File: config.mk
export PLATFORM = sky130hd
export DESIGN_NAME = zone_pixel_density
export DESIGN_NICKNAME = d
export VERILOG_FILES = /design/src/rtl/zpd_pkg.sv /design/src/rtl/zpd_front.sv /design/src/rtl/zpd_queue.sv /design/src/rtl/zpd_back.sv /design/src/rtl/zone_pixel_density.sv
export SDC_FILE = /design/constraint.sdc
export NUM_CORES = 1
export LEC_CHECK = 0
export ABC_CLOCK_PERIOD_IN_PS = 13400
export BUFFER_PORTS_ARGS = -buffer_cell sky130_fd_sc_hd__buf_2
export CAP_MARGIN = 0
export CORE_MARGIN = 3
export CORE_UTILIZATION = 45
export CTS_CLUSTER_SIZE = 25
export DETAILED_ROUTE_END_ITERATION = 8
export PLACE_DENSITY = 0.61
export SLEW_MARGIN = 20
export SYNTH_ARGS = -nofsm -noshare
export SYNTH_HDL_FRONTEND = slang
export SYNTH_SLANG_ARGS = --single-unit
File: constraint.sdc
create_clock -name clock -period 13.4 [get_ports clock]
set_input_delay 2.01 -clock clock [delete_from_list [all_inputs] [get_ports clock]]
set_output_delay 2.01 -clock clock [all_outputs]
set_load 0.01 [all_outputs]
File: src/rtl/zpd_pkg.sv
// ----------------------------------------------------------------------------
// zpd_pkg
// Shared constants, types and helpers for the zone pixel density block.
// ----------------------------------------------------------------------------
package zpd_pkg;

   // Zone grid and image size limits
   localparam int ZONE_ROWS = 4;
   localparam int ZONE_COLS = 4;
   localparam int MAX_DIM   = 256;

   // Position counters hold 0 .. MAX_DIM-1, dimensions hold 1 .. MAX_DIM
   localparam int POS_W  = $clog2(MAX_DIM);
   localparam int DIM_W  = POS_W + 1;
   localparam int AREA_W = 2 * POS_W + 1;

   // Fixed widths of the register file and of the result fields
   localparam int CFG_DIM_W  = 9;
   localparam int CFG_SEL_W  = 2;
   localparam int CSR_IDX_W  = 2;
   localparam int CSR_DATA_W = 9;
   localparam int CNT_W      = 17;
   localparam int FRAC_W     = 16;
   localparam int STEP_W     = $clog2(FRAC_W);

   // Width used to compare or divide set count against zone area
   localparam int CMP_W = (AREA_W > CNT_W) ? AREA_W : CNT_W;

   // Q1.16 full scale; also the saturation point of the set count
   localparam logic [CNT_W-1:0] FULL_SCALE = CNT_W'(65536);

   // Depth of the job queue between front and back
   localparam int QUEUE_DEPTH = 2;
   localparam int QPTR_W      = $clog2(QUEUE_DEPTH);

   // Register indexes
   localparam logic [CSR_IDX_W-1:0] CSR_IMAGE_HEIGHT = 2'd0;
   localparam logic [CSR_IDX_W-1:0] CSR_IMAGE_WIDTH  = 2'd1;
   localparam logic [CSR_IDX_W-1:0] CSR_ZONE_ROW     = 2'd2;
   localparam logic [CSR_IDX_W-1:0] CSR_ZONE_COL     = 2'd3;

   // Reset values of the registers
   localparam logic [CFG_DIM_W-1:0] RST_IMAGE_HEIGHT = 9'd64;
   localparam logic [CFG_DIM_W-1:0] RST_IMAGE_WIDTH  = 9'd64;
   localparam logic [CFG_SEL_W-1:0] RST_ZONE_SEL     = 2'd0;

   typedef struct packed {
      logic [CFG_DIM_W-1:0] image_height;
      logic [CFG_DIM_W-1:0] image_width;
      logic [CFG_SEL_W-1:0] zone_row;
      logic [CFG_SEL_W-1:0] zone_col;
   } cfg_type;

   // One finished frame handed from the front to the back
   typedef struct packed {
      logic [CNT_W-1:0] count;
      logic [DIM_W-1:0] zone_h;
      logic [DIM_W-1:0] zone_w;
   } job_type;

   // Zero counts as one, anything above MAX_DIM counts as MAX_DIM
   function automatic logic [DIM_W-1:0] clamp_dim(input logic [CFG_DIM_W-1:0] v);
      logic [DIM_W-1:0] r;
      if (v == '0) begin
         r = DIM_W'(1);
      end else if (int'(v) > MAX_DIM) begin
         r = DIM_W'(MAX_DIM);
      end else begin
         r = DIM_W'(v);
      end
      return r;
   endfunction

   // Saturate a zone selector to the last zone
   function automatic logic [DIM_W-1:0] clamp_sel(input logic [CFG_SEL_W-1:0] v,
                                                  input int zones);
      logic [DIM_W-1:0] r;
      if (int'(v) >= zones) begin
         r = DIM_W'(zones - 1);
      end else begin
         r = DIM_W'(v);
      end
      return r;
   endfunction

endpackage

File: src/rtl/zpd_front.sv
// ----------------------------------------------------------------------------
// zpd_front
// Pixel front end: tracks the raster position, counts set pixels inside the
// selected zone and hands one job per frame to the queue.
// ----------------------------------------------------------------------------
module zpd_front (
   input  logic             clock,
   input  logic             reset,
   input  zpd_pkg::cfg_type cfg,
   input  logic             req_valid,
   output logic             req_stall,
   input  logic             req_pixel,
   input  logic             q_full,
   output logic             push,
   output zpd_pkg::job_type push_job
);
   import zpd_pkg::*;

   logic [POS_W-1:0] col_pos_ff, col_pos_in;
   logic [POS_W-1:0] row_pos_ff, row_pos_in;
   logic [CNT_W-1:0] ones_ff, ones_in;

   logic [DIM_W-1:0] dim_h, dim_w;
   logic [DIM_W-1:0] sel_r, sel_c;
   logic [DIM_W-1:0] size_h, size_w;
   logic [DIM_W-1:0] ys, ye, xs, xe;
   logic [DIM_W-1:0] row_ext, col_ext;
   logic             in_zone, hit;
   logic [CNT_W-1:0] ones_sum;
   logic             row_done, frame_done, accept;

   // Zone bounds from the live registers
   always_comb begin
      dim_h  = clamp_dim(cfg.image_height);
      dim_w  = clamp_dim(cfg.image_width);
      sel_r  = clamp_sel(cfg.zone_row, ZONE_ROWS);
      sel_c  = clamp_sel(cfg.zone_col, ZONE_COLS);
      size_h = dim_h / DIM_W'(ZONE_ROWS);
      size_w = dim_w / DIM_W'(ZONE_COLS);
      ys     = sel_r * size_h;
      xs     = sel_c * size_w;
      ye     = (sel_r == DIM_W'(ZONE_ROWS - 1)) ? dim_h : (sel_r + DIM_W'(1)) * size_h;
      xe     = (sel_c == DIM_W'(ZONE_COLS - 1)) ? dim_w : (sel_c + DIM_W'(1)) * size_w;
   end

   // Classify the pixel and count it, saturating at full scale
   always_comb begin
      row_ext    = {1'b0, row_pos_ff};
      col_ext    = {1'b0, col_pos_ff};
      in_zone    = (row_ext >= ys) && (row_ext < ye) && (col_ext >= xs) && (col_ext < xe);
      hit        = req_pixel && in_zone;
      ones_sum   = (hit && (ones_ff < FULL_SCALE)) ? ones_ff + CNT_W'(1) : ones_ff;
      row_done   = col_ext >= (dim_w - DIM_W'(1));
      frame_done = row_done && (row_ext >= (dim_h - DIM_W'(1)));
   end

   // Hold the channel while the queue has no room
   assign req_stall = q_full;
   assign accept    = req_valid && !req_stall;

   // Hand the finished frame to the back
   assign push            = accept && frame_done;
   assign push_job.count  = ones_sum;
   assign push_job.zone_h = ye - ys;
   assign push_job.zone_w = xe - xs;

   // Advance the raster position
   always_comb begin
      col_pos_in = col_pos_ff;
      row_pos_in = row_pos_ff;
      ones_in    = ones_ff;
      if (accept) begin
         if (frame_done) begin
            col_pos_in = '0;
            row_pos_in = '0;
            ones_in    = '0;
         end else if (row_done) begin
            col_pos_in = '0;
            row_pos_in = row_pos_ff + POS_W'(1);
            ones_in    = ones_sum;
         end else begin
            col_pos_in = col_pos_ff + POS_W'(1);
            ones_in    = ones_sum;
         end
      end
   end

   always_ff @(posedge clock) begin
      if (reset) begin
         col_pos_ff <= '0;
         row_pos_ff <= '0;
         ones_ff    <= '0;
      end else begin
         col_pos_ff <= col_pos_in;
         row_pos_ff <= row_pos_in;
         ones_ff    <= ones_in;
      end
   end

endmodule

File: src/rtl/zpd_queue.sv
// ----------------------------------------------------------------------------
// zpd_queue
// Short job queue between the pixel front end and the density back end.
// ----------------------------------------------------------------------------
module zpd_queue (
   input  logic             clock,
   input  logic             reset,
   input  logic             push,
   input  zpd_pkg::job_type push_job,
   output logic             full,
   output logic             pop_valid,
   input  logic             pop,
   output zpd_pkg::job_type pop_job
);
   import zpd_pkg::*;

   job_type           entry_ff [QUEUE_DEPTH];
   logic [QPTR_W-1:0] wr_ptr_ff, wr_ptr_in;
   logic [QPTR_W-1:0] rd_ptr_ff, rd_ptr_in;
   logic [QPTR_W:0]   level_ff, level_in;
   logic              do_push, do_pop;

   assign full      = (level_ff == (QPTR_W+1)'(QUEUE_DEPTH));
   assign pop_valid = (level_ff != '0);
   assign pop_job   = entry_ff[rd_ptr_ff];

   assign do_push = push && !full;
   assign do_pop  = pop && pop_valid;

   // Advance pointers and fill level
   always_comb begin
      wr_ptr_in = do_push ? wr_ptr_ff + QPTR_W'(1) : wr_ptr_ff;
      rd_ptr_in = do_pop  ? rd_ptr_ff + QPTR_W'(1) : rd_ptr_ff;
      level_in  = level_ff;
      if (do_push && !do_pop) begin
         level_in = level_ff + (QPTR_W+1)'(1);
      end else if (do_pop && !do_push) begin
         level_in = level_ff - (QPTR_W+1)'(1);
      end
   end

   always_ff @(posedge clock) begin
      if (reset) begin
         wr_ptr_ff <= '0;
         rd_ptr_ff <= '0;
         level_ff  <= '0;
      end else begin
         wr_ptr_ff <= wr_ptr_in;
         rd_ptr_ff <= rd_ptr_in;
         level_ff  <= level_in;
      end
   end

   // Store the job
   always_ff @(posedge clock) begin
      if (do_push) begin
         entry_ff[wr_ptr_ff] <= push_job;
      end
   end

endmodule

File: src/rtl/zpd_back.sv
// ----------------------------------------------------------------------------
// zpd_back
// Density back end: zone area multiply, one quotient bit per cycle
// restoring division and the result register.
// ----------------------------------------------------------------------------
module zpd_back (
   input  logic                      clock,
   input  logic                      reset,
   input  logic                      pop_valid,
   output logic                      pop,
   input  zpd_pkg::job_type          pop_job,
   output logic                      rsp_valid,
   input  logic                      rsp_stall,
   output logic [zpd_pkg::CNT_W-1:0] rsp_density,
   output logic [zpd_pkg::CNT_W-1:0] rsp_set_count,
   output logic                      rsp_zone_empty
);
   import zpd_pkg::*;

   typedef enum logic [4:0] {
      S_IDLE  = 5'b00001,
      S_AREA  = 5'b00010,
      S_CHECK = 5'b00100,
      S_DIV   = 5'b01000,
      S_OUT   = 5'b10000
   } state_type;

   state_type         state_ff, state_in;
   job_type           job_ff, job_in;
   logic [AREA_W-1:0] area_ff, area_in;
   logic [CMP_W-1:0]  rem_ff, rem_in;
   logic [STEP_W-1:0] step_ff, step_in;
   logic [CNT_W-1:0]  dens_ff, dens_in;
   logic [CNT_W-1:0]  setc_ff, setc_in;
   logic              empty_ff, empty_in;

   logic [CMP_W-1:0]  count_ext, area_ext;
   logic [CMP_W:0]    rem_dbl, area_dbl;
   logic              fits;

   always_comb begin
      count_ext = CMP_W'(job_ff.count);
      area_ext  = CMP_W'(area_ff);
      rem_dbl   = {rem_ff, 1'b0};
      area_dbl  = {1'b0, area_ext};
      fits      = rem_dbl >= area_dbl;
   end

   assign pop            = (state_ff == S_IDLE) && pop_valid;
   assign rsp_valid      = (state_ff == S_OUT);
   assign rsp_density    = dens_ff;
   assign rsp_set_count  = setc_ff;
   assign rsp_zone_empty = empty_ff;

   // Sequence one job through area, check, divide and result
   always_comb begin
      state_in = state_ff;
      job_in   = job_ff;
      area_in  = area_ff;
      rem_in   = rem_ff;
      step_in  = step_ff;
      dens_in  = dens_ff;
      setc_in  = setc_ff;
      empty_in = empty_ff;
      case (state_ff)
         S_IDLE: begin
            if (pop_valid) begin
               job_in   = pop_job;
               state_in = S_AREA;
            end
         end
         S_AREA: begin
            area_in  = AREA_W'(job_ff.zone_h) * AREA_W'(job_ff.zone_w);
            state_in = S_CHECK;
         end
         S_CHECK: begin
            // Empty zone and full saturation skip the divide
            rem_in  = count_ext;
            step_in = '0;
            dens_in = '0;
            if (area_ff == '0) begin
               setc_in  = '0;
               empty_in = 1'b1;
               state_in = S_OUT;
            end else if (count_ext >= area_ext) begin
               dens_in  = FULL_SCALE;
               setc_in  = job_ff.count;
               empty_in = 1'b0;
               state_in = S_OUT;
            end else begin
               setc_in  = job_ff.count;
               empty_in = 1'b0;
               state_in = S_DIV;
            end
         end
         S_DIV: begin
            rem_in  = fits ? CMP_W'(rem_dbl - area_dbl) : CMP_W'(rem_dbl);
            dens_in = {dens_ff[CNT_W-2:0], fits};
            step_in = step_ff + STEP_W'(1);
            if (step_ff == STEP_W'(FRAC_W - 1)) begin
               state_in = S_OUT;
            end
         end
         S_OUT: begin
            if (!rsp_stall) begin
               state_in = S_IDLE;
            end
         end
         default: begin
            state_in = S_IDLE;
         end
      endcase
   end

   always_ff @(posedge clock) begin
      if (reset) begin
         state_ff <= S_IDLE;
      end else begin
         state_ff <= state_in;
      end
   end

   always_ff @(posedge clock) begin
      job_ff   <= job_in;
      area_ff  <= area_in;
      rem_ff   <= rem_in;
      step_ff  <= step_in;
      dens_ff  <= dens_in;
      setc_ff  <= setc_in;
      empty_ff <= empty_in;
   end

endmodule

File: src/rtl/zone_pixel_density.sv
// ----------------------------------------------------------------------------
// zone_pixel_density
// Counts set pixels of a binary raster frame inside one selected zone of a
// ZONE_ROWS by ZONE_COLS grid and reports the zone density in Q1.16.
// ----------------------------------------------------------------------------
// Usage:
//   req_ channel carries one pixel per beat in raster order; the block takes
//   one beat per cycle while its job queue has room.
//   rsp_ channel carries one beat per frame: density, set_count, zone_empty.
//   csr_ port writes image_height, image_width, zone_row, zone_col by index;
//   write only while no frame is in progress or still being reported.
// Result path: after its last pixel beat, a frame passes the queue hand-off,
//   area multiply, check and the one bit per cycle divider. Zero-area and
//   saturated zones skip the divider.
// Throughput: one pixel per cycle while the queue has room; frames that come
//   faster than the back end finishes them fill the two-entry queue and
//   req_stall rises until the back end pops a job and frees a slot.
// Reset: registers return to 64 x 64, zone 0/0; position and count clear.
// Receiver stall: the result beat holds in the output register; the front
//   keeps taking pixels until the queue fills.
// ----------------------------------------------------------------------------
module zone_pixel_density (
   input  logic                           clock,
   input  logic                           reset,
   input  logic                           req_valid,
   output logic                           req_stall,
   input  logic                           req_pixel,
   output logic                           rsp_valid,
   input  logic                           rsp_stall,
   output logic [zpd_pkg::CNT_W-1:0]      rsp_density,
   output logic [zpd_pkg::CNT_W-1:0]      rsp_set_count,
   output logic                           rsp_zone_empty,
   input  logic                           csr_wr_en,
   input  logic [zpd_pkg::CSR_IDX_W-1:0]  csr_index,
   input  logic [zpd_pkg::CSR_DATA_W-1:0] csr_wr_data
);
   import zpd_pkg::*;

   cfg_type cfg_ff, cfg_in;
   logic    q_full, push, pop, pop_valid;
   job_type push_job, pop_job;

   // Register file
   always_comb begin
      cfg_in = cfg_ff;
      if (csr_wr_en) begin
         case (csr_index)
            CSR_IMAGE_HEIGHT: cfg_in.image_height = csr_wr_data[CFG_DIM_W-1:0];
            CSR_IMAGE_WIDTH:  cfg_in.image_width  = csr_wr_data[CFG_DIM_W-1:0];
            CSR_ZONE_ROW:     cfg_in.zone_row     = csr_wr_data[CFG_SEL_W-1:0];
            CSR_ZONE_COL:     cfg_in.zone_col     = csr_wr_data[CFG_SEL_W-1:0];
            default:          cfg_in = cfg_ff;
         endcase
      end
   end

   always_ff @(posedge clock) begin
      if (reset) begin
         cfg_ff.image_height <= RST_IMAGE_HEIGHT;
         cfg_ff.image_width  <= RST_IMAGE_WIDTH;
         cfg_ff.zone_row     <= RST_ZONE_SEL;
         cfg_ff.zone_col     <= RST_ZONE_SEL;
      end else begin
         cfg_ff <= cfg_in;
      end
   end

   zpd_front u_front (
      .clock     (clock),
      .reset     (reset),
      .cfg       (cfg_ff),
      .req_valid (req_valid),
      .req_stall (req_stall),
      .req_pixel (req_pixel),
      .q_full    (q_full),
      .push      (push),
      .push_job  (push_job)
   );

   zpd_queue u_queue (
      .clock     (clock),
      .reset     (reset),
      .push      (push),
      .push_job  (push_job),
      .full      (q_full),
      .pop_valid (pop_valid),
      .pop       (pop),
      .pop_job   (pop_job)
   );

   zpd_back u_back (
      .clock          (clock),
      .reset          (reset),
      .pop_valid      (pop_valid),
      .pop            (pop),
      .pop_job        (pop_job),
      .rsp_valid      (rsp_valid),
      .rsp_stall      (rsp_stall),
      .rsp_density    (rsp_density),
      .rsp_set_count  (rsp_set_count),
      .rsp_zone_empty (rsp_zone_empty)
   );

   // A finished frame never meets a full queue
   a_no_overflow: assert property (@(posedge clock) disable iff (reset)
      push |-> !q_full)
      else $error("frame job pushed into a full queue");

   // An empty zone reports zero density and zero count
   a_empty_zero: assert property (@(posedge clock) disable iff (reset)
      (rsp_valid && rsp_zone_empty) |-> (rsp_density == '0 && rsp_set_count == '0))
      else $error("empty zone reported nonzero result");

   // Density never exceeds full scale
   a_dens_range: assert property (@(posedge clock) disable iff (reset)
      rsp_valid |-> (rsp_density <= FULL_SCALE))
      else $error("density above full scale");

   // A result beat that is taken is not repeated: the back end returns to idle
   a_one_beat: assert property (@(posedge clock) disable iff (reset)
      (rsp_valid && !rsp_stall) |=> !rsp_valid)
      else $error("result beat repeated");

endmodule
; Word level (Yosys, flattened, before mapping)
; Memories as Yosys holds them, arrays and structs flattened. A register that Yosys moved wholly into a read port is not among the register bits.
; Index checks and enable logic that the tools add are counted.
[word_totals]
register_bits = 137
mem_bits_rw = 70
in_bits = 17
output_inout_bits = 37
memories = 1
[classes]
addsub = 15
n_mul = 5
order_cmp = 11
eq_ne = 15
mux = 29
n_reduce_logical = 31
[memory_table]
columns = memory, words, word_bits, rd, rd_ports_with_merged_regs, wr, line_no
row1 = u_queue.entry_ff, 2, 35, 1, 1, 1, zpd_queue.sv:17  ; job_type entry_ff [QUEUE_DEPTH];
[ops]
columns = op, count
row1 = 2-to-1 mux 17 bit, 5
row2 = case mux 17 bit (2 select lines), 2
row3 = 2-to-1 mux 9 bit, 6
row4 = greater-or-equal comparator 8 x 9 -> 1 bit, 4
row5 = 2-to-1 mux 8 bit, 4
row6 = 2-to-1 mux 5 bit, 5
row7 = case mux 5 bit (5 select lines), 1
row8 = greater-or-equal comparator 18 x 17 -> 1 bit, 1
row9 = "> comparator 9 bit, second input constant", 2
row10 = logical NOT 9 bit, 2
row11 = < comparator 8 x 9 -> 1 bit, 2
row12 = multiplier 2 x 7 -> 9 bit, 2
row13 = multiplier 9 x 7 -> 9 bit, 2
row14 = "subtractor 9 x 1 -> 9 bit, second input constant", 2
row15 = subtractor 9 bit, 2
row16 = "adder 17 x 1 -> 17 bit, second input constant", 1
row17 = greater-or-equal comparator 17 bit, 1
row18 = logical NOT 17 bit, 1
row19 = "< comparator 17 bit, second input constant", 1
row20 = multiplier 9 x 9 -> 17 bit, 1
row21 = subtractor 17 bit, 1
row22 = "adder 8 x 1 -> 8 bit, second input constant", 2
row23 = logical AND 1 bit, 13
row24 = AND reduction 2 bit, 6
row25 = 22 further kinds, 37

; Longest topological paths before layout
; Gate-level depths: netlist (run 1).
[logic_depth]
word_depth = 13
mapped_depth = 27
depth_no_buf = 24

; Hierarchy
; From an unflattened synthesis (run 1), not the netlist that was laid out.
[unflattened]
hier_cells = 1742
area_unflattened_um2 = 17625.7
[modules_own_cells]
columns = module, n_inst, cells_per_inst, area_each_um2
row1 = zpd_back, 1, 764, 8186.6
row2 = zpd_front, 1, 760, 5796.8
row3 = zpd_queue, 1, 134, 2736.4
row4 = zone_pixel_density, 1, 84, 905.9

; Worst setup path after synthesis (run 1)
; No wires, ideal clock.
[synth_timing]
kind = flip-flop to flip-flop
from = reg cfg_ff[7] in the netlist's numbering
to = mem u_queue.entry_ff[0][0] in the netlist's numbering (enable)
t_arrival_ns = 4.389
required_ns = 12.973
setup_slack_ns = 8.584
stages_incl_launch_ff = 17
n_path_buf = 2
path_cell_list = dfxtp_1 > clkbuf_1 > nor4_1 > nand2_1 > nor2_1 > o21ai_0 > ha_1 > buf_1 > nand2_1 > a31oi_1 > ha_1 > a21o_1 > a2111oi_0 > o21a_1 > nor3_1 > nand2_1 > nor2_1
[synth_between]
elab_chain_len = 10
[synth_rtl]
columns = item, line_no
row1 = from (decl), zone_pixel_density.sv:39  ; cfg_type cfg_ff, cfg_in;
row2 = from (signal assigned), zone_pixel_density.sv:64  ; cfg_ff <= cfg_in;
row3 = > comparator 9 bit, zpd_pkg.sv:66  ; end else if (int'(v) > MAX_DIM) begin
row4 = 2-to-1 mux 9 bit, zpd_pkg.sv:66
row5 = 2-to-1 mux 9 bit *, zpd_pkg.sv:64  ; if (v == '0) begin
row6 = subtractor 9 x 1 -> 9 bit *, zpd_front.sv:53  ; row_done = col_ext >= (dim_w - DIM_W'(1));
row7 = greater-or-equal comparator 8 x 9 -> 1 bit *, zpd_front.sv:53
row8 = logical AND 1 bit *, zpd_front.sv:54  ; frame_done = row_done && (row_ext >= (dim_h - DIM_W'(1)));
row9 = logical AND 1 bit *, zpd_front.sv:62  ; assign push = accept && frame_done;
row10 = logical AND 1 bit *, zpd_queue.sv:27  ; assign do_push = push && !full;
row11 = 2-to-1 mux 1 bit *, zpd_queue.sv:56  ; if (do_push) begin
row12 = 2-to-1 mux 1 bit (implied by the code) *, zpd_queue.sv:57  ; entry_ff[wr_ptr_ff] <= push_job;
row13 = to (decl), zpd_queue.sv:17
; Mark *: on every way between the ends. The rest lies on a longest branch, timed or not.

==> impl_metrics.tcl, run 1 <==
set metrics [dict create \
    cts_tree "built" \
    h-tree-depth 1 \
    worst_slew_pin_slew_ns 1.05 \
    path_class "flop to flop" \
    clockBufferDepth 3 \
    syn2layout_area_growth_pct 9.89 \
    pwr-share-comb 0.540 \
    crit_arrival_ns 6.27 \
    antenna_found_initial 0 \
    crit_required_ns 13.77 \
    async_flop_share 0 \
    ant_nets 0 \
    crit_path_end_kind "flop" \
    outcome "complete, no violations" \
    firstDrtPassIters 7 \
    drcViolationCount 0 \
    yosys-top-cells-area "edfxtp_1 31%, ha_1 12%, fa_1 7.7%, dfxtp_1 7.5%, inv_1 3.5%" \
    synth_edf_count 178 \
    drt_iter0_drc 561 \
    antennaDiodeCount 0 \
    die_h_um 201 \
    cellPowerDensity_nw_per_um2 217 \
    path_cells "ha_1 > nor2b_1 > nand2_1 > fa_1 > inv_1 > ha_1 > a21o_1 > a21oi_1 > o21bai_1 > a21oi_1 > xnor2_1 > nor2_1 > or2_2 > inv_1 > ha_1 > o21ai_0 > o2111ai_1 > a21o_1 > nor4_1 > o31a_1 > nand2_2 > nor2_1 > xor2_1" \
    rows 70 \
    final-setup-viol-count 0 \
    max_freq_mhz 169 \
    period_needed_ns 5.90 \
    cap_violations 0 \
    post-route-period-util 0.441 \
    cp_common_cell "ha_1" \
    insertion_delay_ns 0.56 \
    cts-buffers-inserted 28 \
    finClkSkew_ns 0.0288 \
    initial_core_util 0.462 \
    rsz0062_at_grt "false" \
    vias_per_cell 5.31 \
    nNetsFinal 1961 \
    synth_area_per_cell_um2 10.2 \
    syn-cell-area_um2 17100 \
    finalNonFillerCells 2235 \
    yosysTopAreaCellShare 0.313 \
    yosys_warnings 0 \
    ys_types 72 \
    grt_max_degree 41 \
    syn_nets 1924 \
    die_w_um 201 \
    holdCritPathClass "flop to flop" \
    post_cts_resized 0 \
    ys_seq_elements 242 \
    slew_headroom 0.295 \
    postCtsSetupRepairBufs 0 \
    hold_violations 0 \
    port_buffers 53 \
    power_frac_clock 0.183 \
    vias 11859 \
    yosysSeqAreaShare 0.388 \
    place.gp.congestion 0.882 \
    dp_cells 2183 \
    cts.clk_slew.worst_paths_ns 0.06 \
    dieArea_um2 40300 \
    ctsHoldBuffers 0 \
    synth_cells 1672 \
    critPathLaunchType "flop" \
    slowest_delay_ns 0.68 \
    grt_usage 0.181 \
    pin_count 54 \
    core_um2 37000 \
    route.final.wire_length_um 36200 \
    intPower_w 0.00249 \
    yosys.area.top_type "edfxtp_1" \
    power.switching_w 0.00158 \
    place_hpwl_um 28000 \
    p_leak_nw 8.00 \
    vdd_ir_drop_max_mv 0.288 \
    grt_overflow 0 \
    synth_ff_type "edfxtp_1" \
    setup_tns_ns 0 \
    cts.sinks 242 \
    grt_pass1_wl_um 61100 \
    switching_share 0.388 \
    cp_max_fo 16 \
    wl_per_cell_um 16.2 \
    drive_gt1_frac 0.0994 \
    seq_power_share 0.277 \
    cts-root-buf "clkbuf_16" \
    finalMaxSlewViolations 0 \
    slowest_stage "o31a_1" \
    grt_pass1_vias 12139 \
]
==> power by group through the flow <==
stage | Clock (W) | Sequential, W | Combinational, W
6_report | 0.000746 | 0.00113 | 0.00220
5_1_grt | 0.000793 | 0.00114 | 0.00257
4_1_cts | 0.000769 | 0.00113 | 0.00224
3_5_place_dp | 0 | 0.00114 | 0.00222
3_3_place_gp | 0 | 0.00114 | 0.00215
2_1_floorplan | 0 | 0.00107 | 0.00179
==> registers in the layout, summed over array words and instances, names as in the netlist <==
| signal | flops |
|---|---|
| u_back.count_ext | 17 |
| u_back.rsp_set_count | 17 |
| u_back.state_ff | 5 |
| u_back.area_ext | 17 |
| u_front.ones_ff | 17 |
| u_queue.entry_ff | 70 |
| u_queue.rd_ptr_ff | 1 |
| u_back.job_ff | 18 |
| u_front.col_pos_ff | 8 |
| u_back.step_ff | 4 |
| u_front.row_pos_ff | 8 |
| u_back.rem_ff | 17 |
| u_queue.wr_ptr_ff | 1 |
| cfg_ff | 22 |
| u_queue.level_ff | 2 |
| u_back.rsp_density | 17 |
| u_back.rsp_zone_empty | 1 |
==> cell usage after synthesis (4+ instances only) <==
master      n
edfxtp_1  178
o21bai_1    7
nor3b_1     9
mux2_2     39
nor3_1     20
nand4_1    12
nor4_1     10
nand3_1    35
and3_1      8
or2_2       7
ha_1      169
inv_1     159
fa_1       66
o31ai_1     5
and2_1     94
buf_2       4
a21o_1     37
or3_1       9
nand2b_1   25
a211oi_1    4
a22oi_1     4
a21oi_1    59
nor2b_1    43
o41ai_2     5
o21ai_1    10
nand2_1   140
a211o_1     5
xnor2_1    57
clkbuf_1   44
o21ai_0    58
o41ai_1     5
mux2i_1    35
nor2_1    114
o21a_1     14
buf_1       7
xor2_1     41
nand3b_1    6
a31oi_1    14
dfxtp_1    64
==> path summary, 6_finish.rpt <==
check	startpoint	end	slack, ns	cells after the start
min reg2reg	u_front.ones_ff[10]	u_front.ones_ff[10]	0.52	1
max	cfg_ff[2]	u_queue.entry_ff[0][31]	7.50	23
min	u_front.ones_ff[10]	u_front.ones_ff[10]	0.52	1
max reg2reg	cfg_ff[2]	u_queue.entry_ff[0][31]	7.50	23
==> metal layers <==
metal	GRT usage	up-vias	wire length, um
met3	0.0208	62	1120
met5	0	-	0
li1	-	5884	-
met1	0.243	5717	16800
met2	0.314	196	17300
met4	0.0452	0	917
==> cell usage in the layout, fill, tap and decap left out, drive strengths merged, types with 11 or more instances in the layout <==
| cell | netlist | routed |
|---|---|---|
| a31oi | 14 | 14 |
| ha | 169 | 169 |
| nor2 | 115 | 115 |
| xor2 | 41 | 41 |
| clkinv | 0 | 13 |
| dfxtp | 64 | 64 |
| o21ai | 68 | 68 |
| o21a | 14 | 14 |
| buf | 13 | 64 |
| xnor2 | 57 | 57 |
| a21oi | 59 | 59 |
| a21o | 37 | 37 |
| and2 | 94 | 94 |
| nand2b | 25 | 25 |
| clkbuf | 44 | 33 |
| nand2 | 142 | 142 |
| nor4 | 11 | 11 |
| mux2i | 35 | 35 |
| nor2b | 43 | 43 |
| mux2 | 39 | 39 |
| nand4 | 12 | 12 |
| edfxtp | 178 | 178 |
| nor3 | 21 | 21 |
| nand3 | 35 | 35 |
| inv | 159 | 161 |
| fa | 66 | 66 |
==> stage by stage <==
| stage | total power [W] | setup WS, ns | hold WS [ns] | util | instance area, um^2 |
|---|---|---|---|---|---|
| 4_1_cts | 0.00414 | 7.47 | 0.508 | 0.507 | 18700 |
| 2_1_floorplan | 0.00286 | 8.58 | 0.447 | - | 17100 |
| 6_report | 0.00407 | 7.50 | 0.516 | 0.507 | 18800 |
| 3_5_place_dp | 0.00336 | 7.47 | 0.499 | 0.483 | 17800 |
| 5_1_grt | 0.00449 | 6.86 | 0.542 | 0.507 | 18800 |
| 3_3_place_gp | 0.00329 | 7.61 | 0.491 | 0.483 | 17800 |
==> worst max-delay path, delay by kind of cell, from the launching register on <==
family	cells	cell delay, ns
simple gates	7	1.74
compound gates	8	1.69
fa+ha+maj	4	1.46
flops	1	0.40
xor+xnor	2	0.31
buf+inv	2	0.12
==> logic make-up (layout without fill, tap and decap cells) <==
kind of cell | after synthesis | count (layout) | synth area share
flip-flops | 242 | 242 | 0.388
AND/OR/NAND/NOR | 544 | 544 | 0.162
buffers and inverters | 216 | 275 | 0.0485
AO/OA/AOI/OAI | 263 | 263 | 0.103
XOR/XNOR | 98 | 98 | 0.0503
multiplexers | 74 | 74 | 0.0463
adder cells (fa/ha/maj) | 235 | 235 | 0.201
==> area by class of cell <==
type / count / area [um^2]
Sequential cell: 242 / 6630
Tap cell: 504 / 631
Fill cell: 3432 / 18200
Multi-Input combinational cell: 1214 / 9640
Clock inverter: 19 / 191
Clock buffer: 33 / 719
Timing Repair Buffer: 64 / 348
Inverter: 159 / 597
Note: power is estimated with default switching activity, not from simulation.
==> run 2, diff against run 1 <==
--- a/config.mk
+++ b/config.mk
@@ -5,14 +5,15 @@
 export SDC_FILE = /design/constraint.sdc
 export NUM_CORES = 1
 export LEC_CHECK = 0
-export ABC_CLOCK_PERIOD_IN_PS = 13400
+export ABC_AREA = 1
+export ABC_CLOCK_PERIOD_IN_PS = 4800
 export BUFFER_PORTS_ARGS = -buffer_cell sky130_fd_sc_hd__buf_2
 export CAP_MARGIN = 0
 export CORE_MARGIN = 3
 export CORE_UTILIZATION = 45
 export CTS_CLUSTER_SIZE = 25
 export DETAILED_ROUTE_END_ITERATION = 8
-export PLACE_DENSITY = 0.61
+export PLACE_DENSITY = 0.63
 export SLEW_MARGIN = 20
 export SYNTH_ARGS = -nofsm -noshare
 export SYNTH_HDL_FRONTEND = slang
==> constraint.sdc (replaced) <==
create_clock -name clock -period 4.8 [get_ports clock]
set_input_delay 0.72 -clock clock [delete_from_list [all_inputs] [get_ports clock]]
set_output_delay 0.72 -clock clock [all_outputs]
set_load 0.01 [all_outputs]
==> run 2 against run 1 <==
Against the previous run: global-route usage rose by 1.3 points; sequential power grew to 3.2 times the previous value; largest power group unchanged; synthesized cell count is 23% higher.
==> impl_metrics.tcl, run 2 <==
set metrics [dict create \
    outcome "complete, no violations" \
    slowest_stage "edfxtp_1" \
    grt_pass1_wl_um 66400 \
    grt_usage 0.194 \
    critPathLaunchType "flop" \
    die_h_um 203 \
    clockBufferDepth 3 \
    syn-cell-area_um2 17500 \
    vdd_ir_drop_max_mv 1.14 \
    syn_nets 2315 \
    crit_required_ns 5.08 \
    worst_slew_pin_slew_ns 1.02 \
    met3_usage 0.0182 \
    vias_per_cell 5.12 \
    syn2layout_area_growth_pct 11.9 \
    crit_arrival_ns 4.86 \
    grt_pass1_vias 13517 \
    final_cell_mix "446 x nand2_1, 350 x inv_1, 178 x edfxtp_1, 167 x ha_1, 166 x nor2_1" \
    seq_power_share 0.236 \
    preCtsSetupSlack_ns 0.145 \
    route.final.wire_length_um 40200 \
    vias 13674 \
    grt_use_met2 0.336 \
    drcViolationCount 0 \
    synth_edf_count 178 \
    async_flop_share 0 \
    firstDrtPassIters 5 \
    ctsHoldBuffers 0 \
    port_buffers 53 \
    slowest_delay_ns 0.57 \
    cts.clk_slew.worst_paths_ns 0.06 \
    cp_common_cell "fa_1" \
    pwr-share-comb 0.626 \
    place.gp.congestion 0.899 \
    ant_nets 0 \
    synth_common_cells "446 x nand2_1, 351 x inv_1, 178 x edfxtp_1" \
    yosys-top-cells-area "edfxtp_1 31%, ha_1 12%, nand2_1 9.6%, fa_1 7.6%, inv_1 7.5%" \
    yosys.area.top_type "edfxtp_1" \
    r2r-start "u_back.job_ff[12]" \
    r2r_end "u_back.area_ext[16]" \
    reg_top3 "u_queue.entry_ff: 70 flops, cfg_ff: 22 flops, u_back.job_ff: 18 flops" \
    crit_family "adder cells" \
    yosys_warnings 0 \
    worst_hold_path.num_cells 3 \
    initial_core_util 0.460 \
    largest_register "u_queue.entry_ff" \
    path_cells "nand2_1 > fa_1 > fa_1 > inv_1 > ha_1 > inv_1 > fa_1 > fa_1 > nand3b_1 > and2_1 > nor3_1 > nor2_1 > o21ai_0 > a21o_1 > a21oi_1 > xor2_1" \
    cellPowerDensity_nw_per_um2 771 \
    dp_cells 2602 \
    crit_path_end_kind "flop" \
    worstSetupEndpoint "u_back.area_ext[16]" \
    max_freq_mhz 219 \
    dieArea_um2 41300 \
    p_leak_nw 9.31 \
    finalNonFillerCells 2670 \
    fill_cells 3617 \
    intPower_w 0.00831 \
    timing.final.ws_setup_ns 0.227 \
    die_w_um 203 \
    grt_busiest_layer "met2" \
    power_frac_clock 0.138 \
    rrSetupSlack_ns 0.23 \
    cts-buffers-inserted 27 \
    crit_start "u_back.job_ff[12]" \
    nNetsFinal 2389 \
    finClkSkew_ns 0.0202 \
    cts-root-buf "clkbuf_16" \
    core_um2 38000 \
    cts_tree "built" \
    largest_reg_flops 70 \
    switching_share 0.450 \
    cp_num_buf_inv 2 \
    synth_area_per_cell_um2 8.48 \
    met1_usage 0.257 \
    yosysSeqAreaShare 0.379 \
    antenna_found_initial 1 \
    wl_per_cell_um 15.1 \
    synth_cells 2063 \
    power.switching_w 0.00679 \
    drt_iter0_drc 833 \
    grt_overflow 0 \
    slew_headroom 0.318 \
    p_total_w 0.0151 \
    pin_count 54 \
    grt_max_degree 39 \
    ys_types 52 \
    worstSetupPathDepth 16 \
    path_class "flop to flop" \
    place_hpwl_um 30500 \
    drive_gt1_frac 0.112 \
    holdCritPathClass "primary input to flop" \
    period_needed_ns 4.57 \
    ys_seq_elements 242 \
    cp_max_fo 9 \
    h-tree-depth 1 \
    final_common_cell "nand2_1" \
    insertion_delay_ns 0.54 \
    synth_ff_type "edfxtp_1" \
    rows 71 \
    post-route-period-util 0.953 \
    synth_most_common_cell "nand2_1" \
    cts.sinks 242 \
    final-setup-viol-count 0 \
    hold_violations 0 \
    finalMaxSlewViolations 0 \
    ff2ff_path_depth 16 \
    cap_violations 0 \
    yosysTopAreaCellShare 0.305 \
]
## run 2: changes by cell type in the layout (fill, tap and decap cells not counted), moves of 30 or more
cell,previous run,this run
xor2_1,41,71
a21o_1,37,7
a21oi_1,59,124
nor2b_1,43,0
nor2_1,112,166
mux2i_1,35,0
inv_1,159,350
xnor2_1,57,25
and2_1,94,1
mux2_2,39,0
nand4_1,12,42
nand2_2,1,35
nand2_1,140,446
o21ai_0,58,92
## run 2: layer usage
metal / share of wire / vias to the layer above
met3: 0.042 / 83
met1: 0.45 / 6464
met4: 0.032 / 0
met5: 0 / -
li1: - / 6823
met2: 0.47 / 304
## run 2: stage by stage
| stage | area (um^2) | TNS, ns | util | hold slack, ns |
|---|---|---|---|---|
| final | 19600 | 0 | 0.515 | 0.443 |
| after global routing | 19600 | -0.0772 | 0.515 | 0.436 |
| after detailed placement | 18400 | 0 | 0.484 | 0.476 |
| after global placement | 18400 | 0 | 0.484 | 0.467 |
| after floorplan | 17500 | 0 | - | 0.445 |
| after CTS | 19300 | 0 | 0.508 | 0.425 |
## run 2: cell families (layout without fill, tap and decap cells)
logic type | after synthesis | after routing | synth area share
AO/OA/AOI/OAI | 267 | 267 | 0.0830
XOR/XNOR | 96 | 96 | 0.0480
adder cells (fa/ha/maj) | 235 | 235 | 0.196
buffers and inverters | 412 | 506 | 0.0909
flip-flops | 242 | 242 | 0.379
other | 0 | 1 | 0
AND/OR/NAND/NOR | 811 | 812 | 0.203
## run 2: worst min path at each step
stage	startpoint	end	slack, ns
after detailed placement	cfg_ff[17]	cfg_ff[17]	0.48
after floorplan	cfg_ff[17]	cfg_ff[17]	0.45
after CTS	csr_wr_data[6]	cfg_ff[19]	0.43
after global routing	csr_wr_data[6]	cfg_ff[19]	0.44
after global placement	cfg_ff[8]	cfg_ff[8]	0.47
final	csr_wr_data[6]	cfg_ff[19]	0.44
## run 2: power by group through the flow
stage | clock, W | sequential, W | combinational, W
floorplan | 0 | 0.00333 | 0.00747
global placement | 0 | 0.00361 | 0.00919
detailed placement | 0 | 0.00362 | 0.00936
CTS | 0.00213 | 0.00358 | 0.00947
global route | 0.00220 | 0.00360 | 0.0110
finish | 0.00209 | 0.00356 | 0.00945
## run 2: worst register-to-register path: stages, from the launching register on
cell	delay (ns)
edfxtp_1	0.57
nand2_1	0.14
fa_1	0.51
fa_1	0.51
inv_1	0.04
ha_1	0.26
inv_1	0.05
fa_1	0.53
fa_1	0.46
nand3b_1	0.17
and2_1	0.21
nor3_1	0.15
nor2_1	0.09
o21ai_0	0.29
a21o_1	0.16
a21oi_1	0.06
xor2_1	0.14
## run 2: cell type report
class	count	area (um^2)	area share
multi-input cells	1410	9410	0.481
repair buffers	98	633	0.0323
diodes	1	2.50	0.000128
clock inverters	13	151	0.00773
well taps	511	639	0.0327
inverters	358	1340	0.0687
flip-flops and latches	242	6630	0.339
clock buffers	37	763	0.0390
## run 2: timing repair
action | CTS | global route
setup buffers | 0 | 16
setup endpoints to repair | 0 | 52
resized for setup | 0 | 28
==> run 3, diff against run 2 <==
--- a/config.mk
+++ b/config.mk
@@ -6,7 +6,7 @@
 export NUM_CORES = 1
 export LEC_CHECK = 0
 export ABC_AREA = 1
-export ABC_CLOCK_PERIOD_IN_PS = 4800
+export ABC_CLOCK_PERIOD_IN_PS = 3800
 export BUFFER_PORTS_ARGS = -buffer_cell sky130_fd_sc_hd__buf_2
 export CAP_MARGIN = 0
 export CORE_MARGIN = 3
==> constraint.sdc (replaced) <==
create_clock -name clock -period 3.8 [get_ports clock]
set_input_delay 0.57 -clock clock [delete_from_list [all_inputs] [get_ports clock]]
set_output_delay 0.57 -clock clock [all_outputs]
set_load 0.01 [all_outputs]
==> run 3 against run 2 <==
Against the previous run: the run now ends with setup timing left; cell count increased by 7.2%; first-iteration DRC count fell by 4.4%; count of clock-buffer cells in the layout decreased by 1; die area unchanged; highest routed layer unchanged.
==> impl_metrics.tcl, run 3 (synthesis results as in run 2) <==
set metrics [dict create \
    antennaDiodeCount 0 \
    timing.final.ws_setup_ns -0.520 \
    syn2layout_area_growth_pct 24.4 \
    cp_max_fo 8 \
    port_buffers 53 \
    die_h_um 203 \
    grt_pass1_wl_um 69700 \
    final-setup-viol-count 62 \
    core_um2 38000 \
    h-tree-depth 1 \
    slowest_stage "fa_1" \
    cts.clk_slew.worst_paths_ns 0.06 \
    path_class "flop to flop" \
    grt_busiest_layer "met2" \
    place.gp.congestion 0.902 \
    vias_per_cell 4.99 \
    largest_reg_flops 70 \
    violations "setup timing" \
    place_area_um2 19800 \
    outcome "complete, but fails checks" \
    finalMaxSlewViolations 0 \
    period_needed_ns 4.32 \
    ant_nets 0 \
    crit_family "simple AND/OR/NAND/NOR gates" \
    worst_slew_pin_slew_ns 1.05 \
    largest_register "u_queue.entry_ff" \
    critPathLaunchType "flop" \
    holdCritPathClass "primary input to flop" \
    grt_usage 0.202 \
    crit_arrival_ns 4.60 \
    slew_headroom 0.300 \
    grt_pass1_vias 14421 \
    cts_tree "built" \
    max_freq_mhz 231 \
    grt_max_degree 39 \
    r2r_end "u_queue.entry_ff[1][29]" \
    setup_tns_ns -27.54 \
    cts.sinks 242 \
    cts-root-buf "clkbuf_16" \
    final_common_cell "nand2_1" \
    crit_start "cfg_ff[16]" \
    ff2ff_path_depth 27 \
    initial_core_util 0.460 \
    hold_violations 0 \
    grt_use_met2 0.365 \
    slowest_delay_ns 0.57 \
    die_w_um 203 \
    drt_iter0_drc 796 \
    post-route-period-util 1.14 \
    final_cell_mix "409 x nand2_1, 323 x inv_1, 212 x buf_4, 178 x edfxtp_1, 163 x nor2_1" \
    firstDrtPassIters 6 \
    cp_common_cell "nand2_2" \
    dieArea_um2 41300 \
    r2r-start "cfg_ff[16]" \
    rrSetupSlack_ns -0.52 \
    cts-buffers-inserted 27 \
    post-route-cell-area_um2 21800 \
    met1_usage 0.262 \
    crit_path_end_kind "flop" \
    cap_violations 0 \
    rsz0062_at_grt "true" \
    reg_top3 "u_queue.entry_ff: 70 flops, cfg_ff: 22 flops, u_back.job_ff: 18 flops" \
    met3_usage 0.0220 \
    clockBufferDepth 3 \
    pin_count 54 \
    nNetsFinal 2581 \
    crit_required_ns 4.08 \
    drive_gt1_frac 0.246 \
    place_hpwl_um 31400 \
    cp_num_buf_inv 3 \
    antenna_found_initial 0 \
    vias 14263 \
    wl_per_cell_um 14.6 \
    grt_overflow 0 \
    drcViolationCount 0 \
    route.final.wire_length_um 41800 \
    finClkSkew_ns 0.0115 \
    worstSetupPathDepth 27 \
    insertion_delay_ns 0.54 \
    worstSetupEndpoint "u_queue.entry_ff[1][29]" \
    rows 71 \
]
## run 3: repair_timing
action	4_1_cts	5_1_grt
setup endpoints to repair	73	151
resized for setup	69	122
hold buffers	0	0
setup buffers	43	23
cloned	1	1
endpoints found under the hold margin	0	0
pin swaps	48	79
## run 3: worst min-delay path by stage
stage	slack, ns	depth (start not counted)	start	to
after floorplan	0.45	2	cfg_ff[11]	cfg_ff[11]
after global placement	0.47	2	u_front.row_pos_ff[0]	u_front.row_pos_ff[0]
after detailed placement	0.49	2	u_front.row_pos_ff[0]	u_front.row_pos_ff[0]
after CTS	0.27	3	csr_wr_data[6]	cfg_ff[19]
after global routing	0.27	3	csr_wr_data[6]	cfg_ff[19]
final	0.29	3	csr_wr_data[6]	cfg_ff[19]
## run 3: per-layer routing
metal	wire length, um	up-vias
met5	0	-
met4	895	0
met3	1530	65
met1	18500	6750
met2	20900	251
li1	-	7197
## run 3: metrics by stage
stage,hold WS [ns],util,cells,setup WS [ns]
6_report,0.289,0.572,2861,-0.520
3_3_place_gp,0.473,0.521,2758,-0.571
2_1_floorplan,0.450,-,2063,-0.307
3_5_place_dp,0.487,0.521,2758,-0.677
5_1_grt,0.273,0.572,2861,-0.747
4_1_cts,0.266,0.556,2843,-0.413
## run 3: layout make-up
| cell class | count | area, um^2 |
|---|---|---|
| Timing Repair Buffer | 291 | 2200 |
| Tap cell | 511 | 639 |
| Sequential cell | 242 | 6630 |
| Clock inverter | 14 | 95.1 |
| Fill cell | 3393 | 16300 |
| Inverter | 358 | 1360 |
| Clock buffer | 36 | 751 |
| Multi-Input combinational cell | 1409 | 10100 |
## run 3: worst register-to-register path: cells and delay by family, from the launching register on
| family | cells | cell delay, ns |
|---|---|---|
| flops | 1 | 0.33 |
| buf+inv | 3 | 0.31 |
| simple gates | 18 | 1.95 |
| compound gates | 3 | 0.50 |
| fa+ha+maj | 3 | 0.97 |
Power of run 3 is not shown: default switching activity piles up to over one toggle a cycle in this logic, so the estimate is an artifact.
